`config.mk`:
```
export PLATFORM = sky130hd
export DESIGN_NAME = ctrf_ram
export DESIGN_NICKNAME = d
export VERILOG_FILES = /design/src/ctrf_ram.sv
export SDC_FILE = /design/constraint.sdc
export NUM_CORES = 1
export LEC_CHECK = 0
export BUFFER_PORTS_ARGS = -buffer_cell sky130_fd_sc_hd__clkbuf_2
export CAP_MARGIN = 20
export CORE_MARGIN = 2
export CORE_UTILIZATION = 60
export CTS_BUF_LIST = sky130_fd_sc_hd__clkbuf_8
export DETAILED_ROUTE_END_ITERATION = 8
export GPL_TIMING_DRIVEN = 0
export HOLD_SLACK_MARGIN = 0.02
export PLACE_DENSITY = 0.86
export REMOVE_ABC_BUFFERS = 1
export SYNTH_ARGS = -nofsm -noshare
export SYNTH_HDL_FRONTEND = slang
export SYNTH_SLANG_ARGS = --single-unit
```
`constraint.sdc`:
```
create_clock -name clk_i -period 2.4 [get_ports clk_i]
set_input_delay 0.12 -clock clk_i [delete_from_list [all_inputs] [get_ports clk_i]]
set_output_delay 0.12 -clock clk_i [all_outputs]
set_load 0.01 [all_outputs]
```
`src/ctrf_ram.sv`:
```
// Generic RAM with one write port and two registered read ports.
module ctrf_ram #(
  parameter int Width = 16,
  parameter int Depth = 64
) (
  input  logic                     clk_i,
  input  logic                     we_i,
  input  logic [$clog2(Depth)-1:0] waddr_i,
  input  logic [Width-1:0]         wdata_i,
  input  logic                     re_i,
  input  logic [$clog2(Depth)-1:0] raddr_a_i,
  input  logic [$clog2(Depth)-1:0] raddr_b_i,
  output logic [Width-1:0]         rdata_a_o,
  output logic [Width-1:0]         rdata_b_o
);

  logic [Width-1:0] mem_q [Depth];
  logic [Width-1:0] rdata_a_q;
  logic [Width-1:0] rdata_b_q;

  always_ff @(posedge clk_i) begin
    if (we_i) begin
      mem_q[waddr_i] <= wdata_i;
    end
    if (re_i) begin
      rdata_a_q <= mem_q[raddr_a_i];
      rdata_b_q <= mem_q[raddr_b_i];
    end
  end

  assign rdata_a_o = rdata_a_q;
  assign rdata_b_o = rdata_b_q;

endmodule

```
# Word level (Yosys, flattened, before mapping)
# Memories as Yosys holds them, arrays and structs flattened. A register that Yosys moved wholly into a read port is not among the register bits.
# Index checks and enable logic that the tools add are counted.
# W data, S select, Z words.
[op_classes] muxes=2 reduce_logical=0 div_mod_pow=0 n_mul=0 magnitude_cmp=0 shift=0 n_bitwise=0 n_addsub=0 eq_ne=0
[ops] cell="$mux W1" count=2
[word_totals] elab_cells=3 output_inout_bits=32 rom_bits=0 ramBits=1024 input_bits=37 mem_count=1 latch_bits=0 ff_bits=0
[mem_list] memory="mem_q" words=64 width=16 rd=2 rd_clocked_by_memory_dff=2 wr=1 line="17" source="logic [Width-1:0] mem_q [Depth];"

# Depth between registers and ports, before layout
[logic_depth] depth_word=2 ltp_mapped=9 depth_no_buf=5

# Worst setup path before layout
# No wires, ideal clock.
[synth_timing] kind="input -> register" start="input port waddr_i[3]" end="memory mem_q[48][0], enable pin" path_slack_ns=0.245 path_buffers=1 t_arrival_ns=1.746 stages=4 setup_time_ns=0.409 required_time_ns=1.991 cell_sequence="clkbuf_1 nor2b_1 nand4b_1 nor3_1"
[synth_lines] element="from (decl)" line="8" source="input logic [$clog2(Depth)-1:0] waddr_i,"
[synth_lines] element="to (decl)" line="17"
# No word-level cell before the write port.

==> results.py <==
metrics = {
    "die": {
        "die_h_um": 290.2,
        "row_count": 104,
        "initial_core_util": 0.6083,
        "die_x_um": 290.2,
        "core-area_sq_um": 80810,
        "ios": 69,
        "die_area_sq_um": 84230,
    },
    "synth": {
        "synth.avg_cell_area_sq_um": 19.04,
        "ys_seq_area_frac": 0.6451,
        "synthTopCellsByArea": "edfxtp_1, mux4_2, mux2_2",
        "synth_area_sq_um": 49160,
        "synth_top_area_frac": 0.6451,
        "synth_top_area_cell": "edfxtp_1",
        "ys_async_sr_fraction": 0,
        "ys_seq_elements": 1056,
        "synth_edf_count": 1056,
        "synthDistinctLibCells": 42,
        "yosysMostFrequentCell": "edfxtp_1",
        "synthFlopType": "edfxtp_1",
        "synthTopCellsByCount": "edfxtp_1, mux4_2, mux2_2, mux2i_1, a211oi_1",
        "synthCells": 2582,
        "ys_warn_count": 0,
    },
    "pwr": {
        "vdd_drop_max_mv": 0.5127,
        "cellPowerDensity_nw_per_um2": 690.4,
        "swShare": 0.2469,
        "p_int_uw": 28640,
        "power_frac_seq": 0.541,
        "power_frac_clock": 0.365,
        "p_comb_frac": 0.094,
        "p_switching_uw": 9388,
        "p_leak_uw": 0.01763,
    },
    "grt": {
        "grt_pass1_vias": 30390,
        "antenna_found_initial": 13,
        "grt_max_degree": 98,
        "grt_pass1_wl_um": 206200,
        "gr-usage-all-layers": 0.3429,
        "grt-ovfl-total": 0,
    },
    "critical_path": {
        "crit_required_ns": 2.95,
        "ff2ff_path_depth": 5,
        "path_cells": "clkbuf_16, buf_16, nor2_4, buf_12, a211oi_1, a211oi_1, nor4_1",
        "worst-path-buf-inv": 3,
        "cp-start-kind": "input pin",
        "cp.depth": 7,
        "critPathMostFrequentCell": "a211oi_1",
        "path_max_fanout": 84,
        "worstSetupPathType": "in2reg",
        "worstPathArrival_ns": 3.36,
        "cp_slowest_cell": "a211oi_1",
        "crit_path_end_kind": "register",
        "crit_family": "compound AO/OA/AOI/OAI gates",
        "cpPeakStageDelay_ns": 1.14,
        "r2r_slack_ns": -0.39,
    },
    "sta": {
        "worst-slew-pin-transition_ns": 1.337,
        "setup_viol": 11,
        "finalClockSkew_ns": 0.02978,
        "rsz0062_at_grt": "yes",
        "final_max_slew_viol_count": 0,
        "hold_ws_ns": 0.1598,
        "period_share": 1.173,
        "finalHoldViolCount": 0,
        "fin_ws_ns": -0.4161,
        "min_period_ns": 2.816,
        "max_slew_margin": 0.1031,
        "fmax_mhz": 355.1,
    },
    "finish": {
        "n_fill_cell": 4572,
        "areaGrowthSynthToFinish_pct": 12.06,
        "drive_gt1_frac": 0.3692,
        "utilization": 0.6817,
        "fin_nets": 2765,
    },
    "detailed_routing": {
        "dr.pass1.iters": 6,
        "drcViolationCount": 0,
        "vias": 30150,
        "drt_iter0_drc": 5404,
        "wl_per_cell_um": 37.41,
        "routed_wl_um": 146600,
        "viasPerCell": 7.694,
        "detail-route-antenna-nets": 0,
    },
    "clock_network": {
        "cts_setup_buffers": 0,
        "h-tree-depth": 4,
        "cts_tree": "built",
        "clock_path_buffers": 3,
        "insertion_delay_ns": 0.85,
        "clock_sinks": 1056,
        "cts_buffers": 162,
        "clockRootBuffer": "clkbuf_8",
        "clk_pin_slew_ns": 0.08,
    },
    "placement": {
        "dp_hpwl_um": 90180,
        "routabilityCongestion": 0.9430,
        "portBuffers": 68,
    },
    "status": {
        "violations": "setup timing",
        "outcome": "finished with violations",
    },
    "job": {
        "drv_cap": 0,
    },
    "min_path": {
        "hold_depth": 4,
        "hold_path.class": "in2reg",
    },
}
==> area by class of cell <==
class / count / area, sq um / area share
repair buffers: 195 / 2559 / 0.04645
clock inverters: 125 / 655.6 / 0.01190
clock buffers: 163 / 2243 / 0.04073
flip-flops and latches: 1056 / 31710 / 0.5757
well taps: 1060 / 1326 / 0.02408
diodes: 7 / 17.52 / 0.0003180
inverters: 4 / 25.02 / 0.0004543
multi-input cells: 1309 / 16550 / 0.3004
==> placed cells by master (no fill, tap or decap), types with 39 or more instances in the layout <==
cell type / instances
mux4_2: 407
mux2i_1: 152
clkinv_1: 39
clkbuf_8: 164
nor2_2: 68
buf_8: 54
nand2_1: 80
clkbuf_2: 58
a211oi_1: 83
edfxtp_1: 1056
inv_1: 52
o22ai_1: 72
mux2_2: 152
==> tightest hold or removal path, cell delays in order <==
cell	delay [ns]
clkbuf_2	0.14
nor2b_1	0.16
nand4b_1	0.22
nor2_2	0.17
==> metal layers <==
layer / wire (um) / global-route usage / vias up
met4: 10580 / 0.1942 / 18
met1: 44850 / 0.4312 / 14980
met2: 66310 / 0.5120 / 3046
li1: - / - / 11400
met5: 138 / 0 / -
met3: 24720 / 0.1368 / 717
==> state kept, by name, indices dropped and copies added (netlist names) <==
register,count
rdata_a_o,16
mem_q,1024
rdata_b_o,16
==> logic make-up (layout without fill, tap and decap cells) <==
group / Yosys count / after routing / share of synthesized area
mux: 720 / 720 / 0.2571
compound gates: 344 / 344 / 0.04818
other cells: 0 / 7 / 0
flops: 1056 / 1056 / 0.6451
buf+inv: 217 / 487 / 0.02734
simple gates: 245 / 245 / 0.02235
==> final timing paths <==
| kind | from | endpoint |
|---|---|---|
| worst max-delay path | raddr_b_i[1] | rdata_b_o[11]$_DFFE_PP_ |
| worst min-delay path | we_i | mem_q[50][4]$_DFFE_PP_ |
| worst max register to register | mem_q[7][11]$_DFFE_PP_ | rdata_b_o[11]$_DFFE_PP_ |
| worst min register to register | mem_q[60][11]$_DFFE_PP_ | rdata_b_o[11]$_DFFE_PP_ |
==> stage by stage <==
stage / setup TNS [ns] / worst slack (ns) / cell area, sq um / total power [uW] / cells
2_1_floorplan: 0 / 0.3975 / 47830 / 22420 / 2369
3_3_place_gp: -715.99 / -10.12 / 49500 / 24590 / 3497
3_5_place_dp: -41.81 / -1.668 / 51440 / 24220 / 3595
4_1_cts: 0 / 0.01477 / 54720 / 37690 / 3899
5_1_grt: -1.034 / -0.4294 / 55070 / 38840 / 3915
6_report: -1.544 / -0.4161 / 55080 / 38030 / 3919
==> power groups by stage <==
| stage | Clock (uW) | Combinational (uW) | Sequential (uW) |
|---|---|---|---|
| global placement | 0 | 3630 | 21000 |
| global route | 14600 | 3660 | 20600 |
| finish | 13900 | 3590 | 20600 |
| detailed placement | 0 | 3260 | 21000 |
| floorplan | 0 | 1450 | 21000 |
| CTS | 13800 | 3340 | 20600 |
==> timing repair <==
action / in CTS / in global routing
hold endpoints to repair: 293 / 169
hold buffers: 14 / 6
cloned: 2 / 1
setup endpoints to repair: 32 / 42
resized for setup: 32 / 31
(Power assumes the default switching activity.)
